**config.mk**
```make
export PLATFORM = sky130hd
export DESIGN_NAME = spi_nor_flash_command_framer
export DESIGN_NICKNAME = d
export VERILOG_FILES = /design/src/rtl/spinor_pkg.sv /design/src/rtl/spi_nor_flash_command_framer.sv /design/src/rtl/spinor_pgmod.sv /design/src/rtl/spinor_dec.sv /design/src/rtl/spinor_emit.sv
export SDC_FILE = /design/constraint.sdc
export NUM_CORES = 1
export LEC_CHECK = 0
export ABC_AREA = 1
export BUFFER_PORTS_ARGS = -buffer_cell sky130_fd_sc_hd__buf_4
export CAP_MARGIN = 20
export CELL_PAD_IN_SITES_DETAIL_PLACEMENT = 1
export CELL_PAD_IN_SITES_GLOBAL_PLACEMENT = 1
export CORE_MARGIN = 2
export CORE_UTILIZATION = 45
export DETAILED_ROUTE_END_ITERATION = 12
export MAX_ROUTING_LAYER = met4
export PLACE_DENSITY = 0.78
export SLEW_MARGIN = 40
export SYNTH_ARGS = -nofsm -noshare
export SYNTH_HDL_FRONTEND = slang
export SYNTH_SLANG_ARGS = --single-unit
```
**constraint.sdc**
```tcl
create_clock -name clk -period 7.47 [get_ports clk]
set_input_delay 2.241 -clock clk [delete_from_list [all_inputs] [get_ports clk]]
set_output_delay 2.241 -clock clk [all_outputs]
set_load 0.005 [all_outputs]
```
**src/rtl/spinor_pkg.sv**
```systemverilog
package spinor_pkg;

  // Request selectors carried in req_type. Code 7 is unused and ignored.
  typedef enum logic [2:0] {
    REQ_WR_START = 3'd0,
    REQ_WR_BYTE  = 3'd1,
    REQ_RD_START = 3'd2,
    REQ_RD_BYTE  = 3'd3,
    REQ_SECTOR   = 3'd4,
    REQ_BULK     = 3'd5,
    REQ_RD_ID    = 3'd6
  } req_t;

  localparam logic [7:0] CMD_PROGRAM   = 8'h02;
  localparam logic [7:0] CMD_WR_ENABLE = 8'h06;
  localparam logic [7:0] CMD_READ_DATA = 8'h03;
  localparam logic [7:0] CMD_STATUS    = 8'h05;
  localparam logic [7:0] CMD_IDENT     = 8'h9F;
  localparam logic [7:0] CMD_SECTOR    = 8'h20;
  localparam logic [7:0] CMD_CHIP      = 8'hC7;
  localparam logic [7:0] FILL_BYTE     = 8'hA5;

  localparam int ADDR_W    = 24;
  localparam int MAX_SLOTS = 7;
  localparam int CNT_W     = 3;

  typedef struct packed {
    logic [2:0]        req_type;
    logic [ADDR_W-1:0] address;
    logic [7:0]        data;
    logic              last;
  } in_item_t;

  typedef struct packed {
    logic [7:0] bus_byte;
    logic       frame_end;
    logic       poll_status;
    logic       capture;
    logic       last_of_run;
  } out_item_t;

  // One byte of a planned run, without the end-of-run mark.
  typedef struct packed {
    logic [7:0] bus_byte;
    logic       frame_end;
    logic       poll_status;
    logic       capture;
  } slot_t;

  typedef struct packed {
    logic [CNT_W-1:0]            count;
    slot_t [MAX_SLOTS-1:0]       slots;
  } plan_t;

  // Status of the page-offset unit.
  typedef struct packed {
    logic busy;
    logic done;
  } pg_stat_t;

  function automatic slot_t mk_slot(input logic [7:0] b, input logic fe,
                                    input logic poll, input logic cap);
    slot_t s;
    s.bus_byte    = b;
    s.frame_end   = fe;
    s.poll_status = poll;
    s.capture     = cap;
    return s;
  endfunction

endpackage

```
**src/rtl/spi_nor_flash_command_framer.sv**
```systemverilog
// SPI NOR command framer. Each request item on the in_ channel is turned into
// the run of bytes to shift out on the out_ channel, with chip-select release
// marks, a status-poll flag, a capture flag for bytes whose returned value is
// data, and last_of_run on the final byte caused by that request.
// An item is taken when in_valid is high and in_stall is low; a result item
// moves when out_valid is high and out_stall is low.
// A taken request's plan is registered in the run buffer, and its bytes then
// move one at a time to the output register. Bytes of a run leave one per
// cycle while the receiver does not stall; a request frames 1 to 7 bytes, and
// the next request is taken in the same cycle as the last byte of the current
// run goes to the output register. Requests that frame nothing are consumed
// without output, except write start, which holds in_stall while the page
// offset of the new address is computed by a two-stage reciprocal multiply.
// While the receiver stalls, the output holds its byte and the byte run
// pauses; in_stall rises once the run buffer cannot take a new plan.
// Synchronous reset clears the write pointer, the open program and read frame
// flags and all valid state; no item is pending after reset.
module spi_nor_flash_command_framer #(
  parameter int PAGE_BYTES = 256
) (
  input  logic                  clk,
  input  logic                  rst_n,
  input  logic                  in_valid,
  output logic                  in_stall,
  input  spinor_pkg::in_item_t  in_item,
  output logic                  out_valid,
  input  logic                  out_stall,
  output spinor_pkg::out_item_t out_item
);

  logic              plan_free, plan_load;
  spinor_pkg::plan_t plan;

  spinor_dec #(.PAGE_BYTES(PAGE_BYTES)) u_dec (
    .clk       (clk),
    .rst_n     (rst_n),
    .in_valid  (in_valid),
    .in_item   (in_item),
    .plan_free (plan_free),
    .in_stall  (in_stall),
    .plan_load (plan_load),
    .plan      (plan)
  );

  spinor_emit u_emit (
    .clk       (clk),
    .rst_n     (rst_n),
    .plan_load (plan_load),
    .plan      (plan),
    .plan_free (plan_free),
    .out_valid (out_valid),
    .out_stall (out_stall),
    .out_item  (out_item)
  );

endmodule

```
**src/rtl/spinor_pgmod.sv**
```systemverilog
// Computes address % PAGE_BYTES in two stages: a reciprocal multiply for the
// quotient, then a multiply and subtract for the remainder.
module spinor_pgmod #(
  parameter int PAGE_BYTES = 256
) (
  input  logic                                clk,
  input  logic                                rst_n,
  input  logic                                start,
  input  logic [spinor_pkg::ADDR_W-1:0]       addr,
  output spinor_pkg::pg_stat_t                stat,
  output logic [$clog2(PAGE_BYTES)-1:0]       rem
);

  localparam int OFF_W   = $clog2(PAGE_BYTES);
  localparam int AW      = spinor_pkg::ADDR_W;
  localparam int SHIFT   = AW + OFF_W;
  localparam int MAG_W   = AW + 1;
  localparam int PROD_W  = AW + MAG_W;
  // With 2^SHIFT >= 2^AW * PAGE_BYTES the rounded-up reciprocal gives the
  // exact quotient for every address.
  localparam longint unsigned MAGIC_L =
    ((64'd1 << SHIFT) + 64'(PAGE_BYTES) - 64'd1) / 64'(PAGE_BYTES);
  localparam logic [MAG_W-1:0] MAGIC   = MAG_W'(MAGIC_L);
  localparam logic [AW-1:0]    PAGE_AW = AW'(PAGE_BYTES);

  logic           s1_v_r, s2_v_r;
  logic [AW-1:0]  a1_r, a2_r, q2_r;
  logic [PROD_W-1:0] prod;
  logic [AW-1:0]  diff;

  always_ff @(posedge clk) begin
    if (!rst_n) begin
      s1_v_r <= 1'b0;
      s2_v_r <= 1'b0;
    end else begin
      s1_v_r <= start;
      s2_v_r <= s1_v_r;
    end
  end

  always_ff @(posedge clk) begin
    if (start) begin
      a1_r <= addr;
    end
    a2_r <= a1_r;
    q2_r <= AW'(prod >> SHIFT);
  end

  always_comb begin
    prod      = PROD_W'(a1_r) * PROD_W'(MAGIC);
    diff      = a2_r - AW'(q2_r * PAGE_AW);
    rem       = diff[OFF_W-1:0];
    stat.busy = s1_v_r || s2_v_r;
    stat.done = s2_v_r;
  end

endmodule

```
**src/rtl/spinor_dec.sv**
```systemverilog
module spinor_dec #(
  parameter int PAGE_BYTES = 256
) (
  input  logic                 clk,
  input  logic                 rst_n,
  input  logic                 in_valid,
  input  spinor_pkg::in_item_t in_item,
  input  logic                 plan_free,
  output logic                 in_stall,
  output logic                 plan_load,
  output spinor_pkg::plan_t    plan
);

  localparam int OFF_W = $clog2(PAGE_BYTES);
  localparam int AW    = spinor_pkg::ADDR_W;
  localparam logic [OFF_W:0] PAGE_LIM = (OFF_W + 1)'(PAGE_BYTES);

  logic [AW-1:0]    wp_r, wp_nxt, wp_inc;
  logic [OFF_W-1:0] off_r, off_nxt, off_step, pg_rem;
  logic [OFF_W:0]   off_inc;
  logic             chunk_open_r, chunk_open_nxt;
  logic             read_open_r, read_open_nxt;
  logic             accept, blocked, off_wrap, close, pg_start;
  spinor_pkg::req_t     req;
  spinor_pkg::pg_stat_t pg_stat;

  spinor_pgmod #(.PAGE_BYTES(PAGE_BYTES)) u_pgmod (
    .clk   (clk),
    .rst_n (rst_n),
    .start (pg_start),
    .addr  (in_item.address),
    .stat  (pg_stat),
    .rem   (pg_rem)
  );

  assign in_stall = !plan_free || pg_stat.busy;
  assign accept   = in_valid && !in_stall;

  always_comb begin
    req      = spinor_pkg::req_t'(in_item.req_type);
    blocked  = (chunk_open_r && req != spinor_pkg::REQ_WR_BYTE) ||
               (read_open_r  && req != spinor_pkg::REQ_RD_BYTE);
    wp_inc   = wp_r + AW'(1);
    off_inc  = {1'b0, off_r} + (OFF_W + 1)'(1);
    // Address zero after a wrap also counts as a page boundary.
    off_wrap = (off_inc == PAGE_LIM) || (wp_inc == '0);
    off_step = off_wrap ? '0 : off_inc[OFF_W-1:0];
    close    = in_item.last || off_wrap;

    plan           = '0;
    pg_start       = 1'b0;
    wp_nxt         = wp_r;
    off_nxt        = off_r;
    chunk_open_nxt = chunk_open_r;
    read_open_nxt  = read_open_r;

    if (!blocked) begin
      unique case (req)
        spinor_pkg::REQ_WR_START: begin
          pg_start = accept;
          if (accept) begin
            wp_nxt = in_item.address;
          end
        end
        spinor_pkg::REQ_WR_BYTE: begin
          if (!chunk_open_r) begin
            plan.slots[0] = spinor_pkg::mk_slot(spinor_pkg::CMD_WR_ENABLE, 1'b1, 1'b0, 1'b0);
            plan.slots[1] = spinor_pkg::mk_slot(spinor_pkg::CMD_PROGRAM, 1'b0, 1'b0, 1'b0);
            plan.slots[2] = spinor_pkg::mk_slot(wp_r[23:16], 1'b0, 1'b0, 1'b0);
            plan.slots[3] = spinor_pkg::mk_slot(wp_r[15:8], 1'b0, 1'b0, 1'b0);
            plan.slots[4] = spinor_pkg::mk_slot(wp_r[7:0], 1'b0, 1'b0, 1'b0);
            plan.slots[5] = spinor_pkg::mk_slot(in_item.data, close, 1'b0, 1'b0);
            plan.slots[6] = spinor_pkg::mk_slot(spinor_pkg::CMD_STATUS, 1'b0, close, 1'b0);
            plan.count    = close ? 3'd7 : 3'd6;
          end else begin
            plan.slots[0] = spinor_pkg::mk_slot(in_item.data, close, 1'b0, 1'b0);
            plan.slots[1] = spinor_pkg::mk_slot(spinor_pkg::CMD_STATUS, 1'b0, close, 1'b0);
            plan.count    = close ? 3'd2 : 3'd1;
          end
          if (accept) begin
            wp_nxt         = wp_inc;
            off_nxt        = off_step;
            chunk_open_nxt = !close;
          end
        end
        spinor_pkg::REQ_RD_START: begin
          plan.slots[0] = spinor_pkg::mk_slot(spinor_pkg::CMD_READ_DATA, 1'b0, 1'b0, 1'b0);
          plan.slots[1] = spinor_pkg::mk_slot(in_item.address[23:16], 1'b0, 1'b0, 1'b0);
          plan.slots[2] = spinor_pkg::mk_slot(in_item.address[15:8], 1'b0, 1'b0, 1'b0);
          plan.slots[3] = spinor_pkg::mk_slot(in_item.address[7:0], 1'b0, 1'b0, 1'b0);
          plan.count    = 3'd4;
          if (accept) begin
            read_open_nxt = 1'b1;
          end
        end
        spinor_pkg::REQ_RD_BYTE: begin
          if (read_open_r) begin
            plan.slots[0] = spinor_pkg::mk_slot(spinor_pkg::FILL_BYTE, in_item.last,
                                                1'b0, 1'b1);
            plan.count    = 3'd1;
            if (accept && in_item.last) begin
              read_open_nxt = 1'b0;
            end
          end
        end
        spinor_pkg::REQ_SECTOR: begin
          plan.slots[0] = spinor_pkg::mk_slot(spinor_pkg::CMD_WR_ENABLE, 1'b1, 1'b0, 1'b0);
          plan.slots[1] = spinor_pkg::mk_slot(spinor_pkg::CMD_SECTOR, 1'b0, 1'b0, 1'b0);
          plan.slots[2] = spinor_pkg::mk_slot(in_item.address[23:16], 1'b0, 1'b0, 1'b0);
          plan.slots[3] = spinor_pkg::mk_slot(in_item.address[15:8], 1'b0, 1'b0, 1'b0);
          plan.slots[4] = spinor_pkg::mk_slot(in_item.address[7:0], 1'b1, 1'b0, 1'b0);
          plan.slots[5] = spinor_pkg::mk_slot(spinor_pkg::CMD_STATUS, 1'b0, 1'b1, 1'b0);
          plan.count    = 3'd6;
        end
        spinor_pkg::REQ_BULK: begin
          plan.slots[0] = spinor_pkg::mk_slot(spinor_pkg::CMD_WR_ENABLE, 1'b1, 1'b0, 1'b0);
          plan.slots[1] = spinor_pkg::mk_slot(spinor_pkg::CMD_CHIP, 1'b1, 1'b0, 1'b0);
          plan.slots[2] = spinor_pkg::mk_slot(spinor_pkg::CMD_STATUS, 1'b0, 1'b1, 1'b0);
          plan.count    = 3'd3;
        end
        spinor_pkg::REQ_RD_ID: begin
          plan.slots[0] = spinor_pkg::mk_slot(spinor_pkg::CMD_IDENT, 1'b0, 1'b0, 1'b0);
          plan.slots[1] = spinor_pkg::mk_slot(spinor_pkg::FILL_BYTE, 1'b0, 1'b0, 1'b1);
          plan.slots[2] = spinor_pkg::mk_slot(spinor_pkg::FILL_BYTE, 1'b0, 1'b0, 1'b1);
          plan.slots[3] = spinor_pkg::mk_slot(spinor_pkg::FILL_BYTE, 1'b1, 1'b0, 1'b1);
          plan.count    = 3'd4;
        end
        default: begin
          plan = '0;
        end
      endcase
    end

    // The input is held off while the offset unit runs, so no item competes.
    if (pg_stat.done) begin
      off_nxt = pg_rem;
    end

    plan_load = accept && (plan.count != '0);
  end

  always_ff @(posedge clk) begin
    if (!rst_n) begin
      wp_r         <= '0;
      off_r        <= '0;
      chunk_open_r <= 1'b0;
      read_open_r  <= 1'b0;
    end else begin
      wp_r         <= wp_nxt;
      off_r        <= off_nxt;
      chunk_open_r <= chunk_open_nxt;
      read_open_r  <= read_open_nxt;
    end
  end

endmodule

```
**src/rtl/spinor_emit.sv**
```systemverilog
module spinor_emit (
  input  logic                  clk,
  input  logic                  rst_n,
  input  logic                  plan_load,
  input  spinor_pkg::plan_t     plan,
  output logic                  plan_free,
  output logic                  out_valid,
  input  logic                  out_stall,
  output spinor_pkg::out_item_t out_item
);

  localparam int CW = spinor_pkg::CNT_W;

  logic                  plan_v_r, plan_v_nxt;
  logic                  out_v_r, out_v_nxt;
  logic [CW-1:0]         idx_r, idx_nxt;
  spinor_pkg::plan_t     plan_r;
  spinor_pkg::out_item_t out_r;
  spinor_pkg::slot_t     cur;
  logic                  adv, emit_now, last_slot;

  always_comb begin
    adv       = !out_v_r || !out_stall;
    emit_now  = plan_v_r && adv;
    last_slot = idx_r == plan_r.count - CW'(1);
    plan_free = !plan_v_r || (adv && last_slot);
    cur       = plan_r.slots[idx_r];

    plan_v_nxt = plan_v_r;
    out_v_nxt  = out_v_r;
    idx_nxt    = idx_r;
    if (emit_now) begin
      out_v_nxt = 1'b1;
      idx_nxt   = last_slot ? '0 : idx_r + CW'(1);
      if (last_slot) begin
        plan_v_nxt = 1'b0;
      end
    end else if (adv) begin
      out_v_nxt = 1'b0;
    end
    if (plan_load) begin
      plan_v_nxt = 1'b1;
      idx_nxt    = '0;
    end
  end

  always_ff @(posedge clk) begin
    if (!rst_n) begin
      plan_v_r <= 1'b0;
      out_v_r  <= 1'b0;
      idx_r    <= '0;
    end else begin
      plan_v_r <= plan_v_nxt;
      out_v_r  <= out_v_nxt;
      idx_r    <= idx_nxt;
    end
  end

  always_ff @(posedge clk) begin
    if (plan_load) begin
      plan_r <= plan;
    end
    if (emit_now) begin
      out_r.bus_byte    <= cur.bus_byte;
      out_r.frame_end   <= cur.frame_end;
      out_r.poll_status <= cur.poll_status;
      out_r.capture     <= cur.capture;
      out_r.last_of_run <= last_slot;
    end
  end

  assign out_valid = out_v_r;
  assign out_item  = out_r;

endmodule

```
==> impl_metrics.json, run 1 <==
{
  "core_sq_um": 15000,
  "slowest_stage": "nor2_2",
  "path_class": "in -> reg",
  "worst_slew_pin_slew_ps": 772,
  "synth-main-ff-cell": "edfxtp_1",
  "setup_viol": 0,
  "async_flop_share": 0,
  "synthTopCellsByCount": "nand2_1 (227), inv_1 (111), edfxtp_1 (81), nor2_1 (79), o21ai_0 (74)",
  "skew_ps": 9.62,
  "slew_viol_final": 0,
  "antenna_found_initial": 0,
  "drive_gt1_frac": 0.125,
  "startpoint_type": "primary input",
  "io_buffers": 53,
  "crit_path_end_kind": "flip-flop",
  "die_w_um": 127,
  "cts-root-buf": "clkbuf_16",
  "clk_latency_ps": 420,
  "setup_tns_ps": 0,
  "cts.reportedPaths.clkPinSlew_ps": 60,
  "powerDensity_nw_per_um2": 237,
  "overflow": 0,
  "postCtsHoldBufs": 0,
  "cts_buffers": 17,
  "syn_inst": 862,
  "outcome": "completed",
  "dieArea_sq_um": 16200,
  "synth_edf_count": 81,
  "synth.top_cell.area_share": 0.355,
  "start_util": 0.456,
  "cp.required_ps": 7520,
  "drt_iter0_drc": 458,
  "crit_fanout": 52,
  "vias_per_cell": 5.66,
  "synthesis.area_sq_um": 6850,
  "grt_use_total": 0.286,
  "cp_cell_sequence": "buf_4 > nor2_4 > nand2_2 > nor2_2 > inv_1 > nor2_2 > nor2_1 > a31oi_4 > buf_4",
  "period_needed_ps": 5360,
  "critPathArrivalTime_ps": 5420,
  "slew_headroom": 0.484,
  "finalCritPeriodShare": 0.718,
  "drcViolationCount": 0,
  "clockBufferDepth": 2,
  "vias": 6258,
  "final_hold_viol_count": 0,
  "final_nets": 952,
  "top_level_ports": 54,
  "fp.dieH_um": 127,
  "wl_um": 21700,
  "hold_path_class": "reg -> reg",
  "cts_num_sinks": 130,
  "fmax_ghz": 0.186,
  "ys_types": 39,
  "synth.avg_cell_area_sq_um": 7.95,
  "p_total_uw": 1890,
  "power_leakage_uw": 0.00323,
  "core.rowCount": 45,
  "synth_largest_area_cell": "edfxtp_1",
  "drv_cap": 0,
  "grt_pass1_wl_um": 34500,
  "drt-pass1-iter-count": 7,
  "max_stage_delay_ps": 660,
  "synthTopCellsByArea": "edfxtp_1 (35%), dfxtp_1 (14%), nand2_1 (12%)",
  "post-dp-hpwl_um": 15800,
  "routabilityCongestion": 0.901,
  "cts_resized": 0,
  "cts_tree": "built",
  "syn_nets": 909,
  "cts_setup_buffers": 0,
  "ys_seq_area_frac": 0.498,
  "grt_setup_unrepaired": "false",
  "h-tree-depth": 4,
  "ir_drop_mv": 0.174,
  "grt_max_degree": 53,
  "fillCellCount": 1824,
  "synth_most_common_cell": "nand2_1",
  "final_antenna_net_count": 0,
  "antenna_cells": 0,
  "yosys_warnings": 0,
  "grt_pass1_vias": 6514,
  "reg2reg_slack_ps": 3120,
  "avgRoutedWirePerCell_um": 19.7,
  "synth-seq-cells": 130,
  "syn_to_final_growth_pct": 16.0
}
-- sequential cells by signal, indices dropped and copies added, names as in the netlist --
register / flops
u_emit.plan_v_r: 1
u_emit.plan_r: 61
u_dec.u_pgmod.s2_v_r: 1
u_emit.out_valid: 1
u_dec.chunk_open_r: 1
u_dec.read_open_r: 1
u_dec.u_pgmod.a1_r: 8
u_dec.u_pgmod.s1_v_r: 1
u_dec.wp_r: 24
u_emit.idx_r: 3
u_emit.out_item: 12
u_dec.u_pgmod.a2_r: 8
u_dec.off_r: 8
-- logic make-up (layout without fill, tap and decap cells) --
kind of cell / count (synthesis) / after routing / synth area share
simple gates: 382 / 382 / 0.238
buf+inv: 147 / 202 / 0.0842
compound gates: 187 / 187 / 0.156
flops: 130 / 130 / 0.498
xor+xnor: 9 / 9 / 0.0115
fa+ha+maj: 7 / 7 / 0.0128
-- per-stage QoR --
step | setup slack, ps | hold WS [ps] | instances | util | instance area [sq um]
3_5_place_dp | 1690 | 333 | 1074 | 0.491 | 7390
4_1_cts | 2150 | 344 | 1105 | 0.529 | 7950
2_1_floorplan | 414 | 323 | 862 | - | 6850
5_1_grt | 1900 | 350 | 1105 | 0.529 | 7950
3_3_place_gp | 1940 | 331 | 1074 | 0.491 | 7380
6_report | 2110 | 343 | 1105 | 0.529 | 7950
-- cells in the final DEF (no fill, tap or decap), drive strengths merged, types with 8 or more instances in the layout --
master  instances
a21oi          53
nor3            9
edfxtp         81
dfxtp          49
inv           114
buf            56
a31oi          19
o221ai          8
nor2           92
a22oi          16
nand4          13
nand2         235
nand3          30
o21ai          78
clkbuf         18
-- report_power, final --
part / total (uW) / internal, uW / switching (uW)
clock network: 817 / 488 / 328
registers: 856 / 827 / 29.9
logic: 214 / 70.5 / 143
total: 1890 / 1390 / 501
-- layer usage --
metal  up-vias  wire length (um)  global-route usage
met3        57               890              0.0511
met5         -                 0                   -
met4         0               840               0.127
met2       171             10900               0.486
met1      3064              9130               0.333
li1       2966                 -                   -
-- area by class of cell --
| class | instances | area [sq um] | share of cell area |
|---|---|---|---|
| Clock buffer | 18 | 429 | 0.0540 |
| Clock inverter | 13 | 138 | 0.0173 |
| Inverter | 115 | 432 | 0.0543 |
| Multi-Input combinational cell | 585 | 2890 | 0.363 |
| Sequential cell | 130 | 3410 | 0.429 |
| Tap cell | 188 | 235 | 0.0296 |
| Timing Repair Buffer | 56 | 420 | 0.0529 |
-- final timing paths --
path                                                       from                               to  cells past startpoint
worst min register to register  u_dec.u_pgmod.a1_r[6]$_DFFE_PP_    u_dec.u_pgmod.a2_r[6]$_DFF_P_                      0
worst max register to register       u_dec.wp_r[1]$_SDFFE_PN0P_  u_emit.plan_r[37]$_SDFFCE_PP0P_                     19
worst max-delay path                                in_item[34]  u_emit.plan_r[37]$_SDFFCE_PP0P_                      9
worst min-delay path            u_dec.u_pgmod.a1_r[6]$_DFFE_PP_    u_dec.u_pgmod.a2_r[6]$_DFF_P_                      0
-- worst max-delay path: cells and delay by family --
family	cells	cell delay (ps)
and+or+nand+nor	5	1540
AOI/OAI and AO/OA	1	380
buffers and inverters	3	1210
Note: power is estimated with default switching activity, not from simulation.
==> inputs of run 2 (changes only) <==
- CORE_UTILIZATION: 45 -> 41
- PLACE_DENSITY: 0.78 -> 0.75
- clock period: 7.47 -> 4.38 ns (I/O delays scaled with it)
==> run 2 against run 1 <==
  * Sequential power is 71% higher
  * Worst setup slack worse by 1400 ps
  * Clock-buffer cell count is 1 higher
  * Hold slack worse by 3.9 ps
  * Clock skew is 1.8 ps higher
  * Critical path depth is 10 higher
  * Flip-flop and latch count stayed put
  * Global-route usage is 3.3 points lower
  * Final cell count is 3.3% higher
  * Non-clock buffer count is 4 higher
  * Sequential share of layout area is 0.59 points lower
  * Largest cell class unchanged
==> impl_metrics.json, run 2 (synthesis gave the netlist of run 1 again) <==
{
  "outcome": "completed",
  "drive_gt1_frac": 0.129,
  "routabilityCongestion": 0.869,
  "h-tree-depth": 4,
  "grt_pass1_vias": 6259,
  "wl_um": 20700,
  "fp.dieH_um": 133,
  "cp.required_ps": 4480,
  "slowest_stage": "dfxtp_1",
  "grt_use_total": 0.253,
  "hold_path_class": "reg -> reg",
  "cts_setup_buffers": 0,
  "switching_power_uw": 841,
  "clockBufferDepth": 2,
  "cts-root-buf": "clkbuf_16",
  "powerDensity_nw_per_um2": 406,
  "finalCritPeriodShare": 0.841,
  "drv_cap": 0,
  "use_met2": 0.425,
  "setup_viol": 0,
  "fin_util": 0.490,
  "io_buffers": 53,
  "postCtsHoldBufs": 0,
  "syn_to_final_growth_pct": 17.7,
  "mostFrequentLayoutCells": "nand2_1 (227), inv_1 (111), edfxtp_1 (81), nor2_1 (76), o21ai_0 (74)",
  "dieArea_sq_um": 17800,
  "crit_path_end_kind": "flip-flop",
  "core_sq_um": 16500,
  "power_leakage_uw": 0.00329,
  "drcViolationCount": 0,
  "ir_drop_mv": 0.299,
  "placed_cell_area_sq_um": 7470,
  "pre_cts_slack_ps": 697,
  "cts.reportedPaths.clkPinSlew_ps": 60,
  "dpl.cell_count": 1110,
  "avgRoutedWirePerCell_um": 18.1,
  "stdcell_area_sq_um": 8060,
  "fillCellCount": 2043,
  "final_antenna_net_count": 0,
  "path_class": "reg -> reg",
  "worst_slew_pin_slew_ps": 800,
  "die_w_um": 133,
  "slew_headroom": 0.465,
  "intPower_uw": 2430,
  "startpoint_type": "flip-flop",
  "antenna_cells": 0,
  "grtUsageMet1": 0.318,
  "final_hold_viol_count": 0,
  "largest_reg_flops": 61,
  "final_nets": 956,
  "vias": 6020,
  "share_seq_of_total_power": 0.446,
  "clock_power_share": 0.443,
  "max_stage_delay_ps": 420,
  "fmax_ghz": 0.271,
  "core.rowCount": 47,
  "regArea_sq_um": 3410,
  "comb_power_share": 0.111,
  "multi_input_area_sq_um": 2890,
  "drt_iter0_drc": 467,
  "cp_cell_sequence": "ha_1 > nand2_2 > nor2_4 > nand2_1 > nor2_2 > nand2_1 > nand2_1 > nand2_1 > nor2_1 > nand2_1 > nor2_2 > nand2_4 > nand3_4 > inv_1 > ha_1 > o21ai_0 > nand2_1 > a31oi_4 > buf_12",
  "grt_util_met3": 0.0331,
  "critPathArrivalTime_ps": 3780,
  "post-dp-hpwl_um": 15100,
  "grt_setup_unrepaired": "false",
  "skew_ps": 11.4,
  "crit_fanout": 58,
  "cts_tree": "built",
  "clk_latency_ps": 430,
  "fin_ws_ps": 695,
  "cts_num_sinks": 130,
  "p_sw_frac": 0.257,
  "top_register": "u_emit.plan_r",
  "vias_per_cell": 5.27,
  "top_level_ports": 54,
  "slew_viol_final": 0,
  "setup_tns_ps": 0,
  "stdcell_count": 1142,
  "cts_buffers": 17,
  "drt-pass1-iter-count": 5,
  "grt_max_degree": 59,
  "cts_resized": 0,
  "period_needed_ps": 3680,
  "start_util": 0.416,
  "overflow": 0,
  "grt_pass1_wl_um": 33800,
  "grt_busiest_layer": "met2",
  "antenna_found_initial": 0,
  "crit_top_cell": "nand2_1",
  "final_common_cell": "nand2_1"
}
[run 2: cell count changes in the layout (fill, tap and decap cells not counted), moves of 2 or more]
cell	delta
clkinvlp_4	-4
buf_4	+3
clkinv_2	+2
clkinv_4	+2
[run 2: final timing paths]
path	endpoint	slack (ps)	depth (start not counted)	start
max	u_emit.plan_r[63]$_SDFFCE_PP0P_	700	19	u_dec.wp_r[0]$_SDFFE_PN0P_
min	u_dec.u_pgmod.a2_r[0]$_DFF_P_	340	0	u_dec.u_pgmod.a1_r[0]$_DFFE_PP_
max reg2reg	u_emit.plan_r[63]$_SDFFCE_PP0P_	700	19	u_dec.wp_r[0]$_SDFFE_PN0P_
min reg2reg	u_dec.u_pgmod.a2_r[0]$_DFF_P_	340	0	u_dec.u_pgmod.a1_r[0]$_DFFE_PP_
[run 2: power groups by stage]
| stage | combinational (uW) | clock, uW | sequential [uW] |
|---|---|---|---|
| 2_1_floorplan | 222 | 0 | 1470 |
| 3_3_place_gp | 356 | 0 | 1480 |
| 3_5_place_dp | 363 | 0 | 1480 |
| 4_1_cts | 367 | 1470 | 1460 |
| 5_1_grt | 409 | 1520 | 1470 |
| 6_report | 364 | 1450 | 1460 |
[run 2: worst max-delay path: cells and delay by family, from the launching register on]
kind / cells / cell delay [ps]
compound gates: 2 / 530
flops: 1 / 420
simple gates: 13 / 1580
buf+inv: 2 / 390
fa+ha+maj: 2 / 420
[run 2: through the flow]
step           power (uW)  hold WS, ps
2_1_floorplan        1690          323
3_3_place_gp         1840          325
3_5_place_dp         1850          329
4_1_cts              3290          340
5_1_grt              3400          344
6_report             3270          339
[run 2: layout make-up]
class	instances	area share
Multi-Input combinational cell	585	0.358
Inverter	115	0.0535
Tap cell	220	0.0341
Clock buffer	19	0.0537
Timing Repair Buffer	60	0.0574
Sequential cell	130	0.423
Clock inverter	13	0.0200
[run 2: routing by layer]
layer  vias up  wire length [um]  share of wire
li1       2971                 -              -
met1      2920              9310           0.45
met2       107             10300           0.50
met3        22               685          0.033
met4         0               376          0.018
met5         -                 0              0
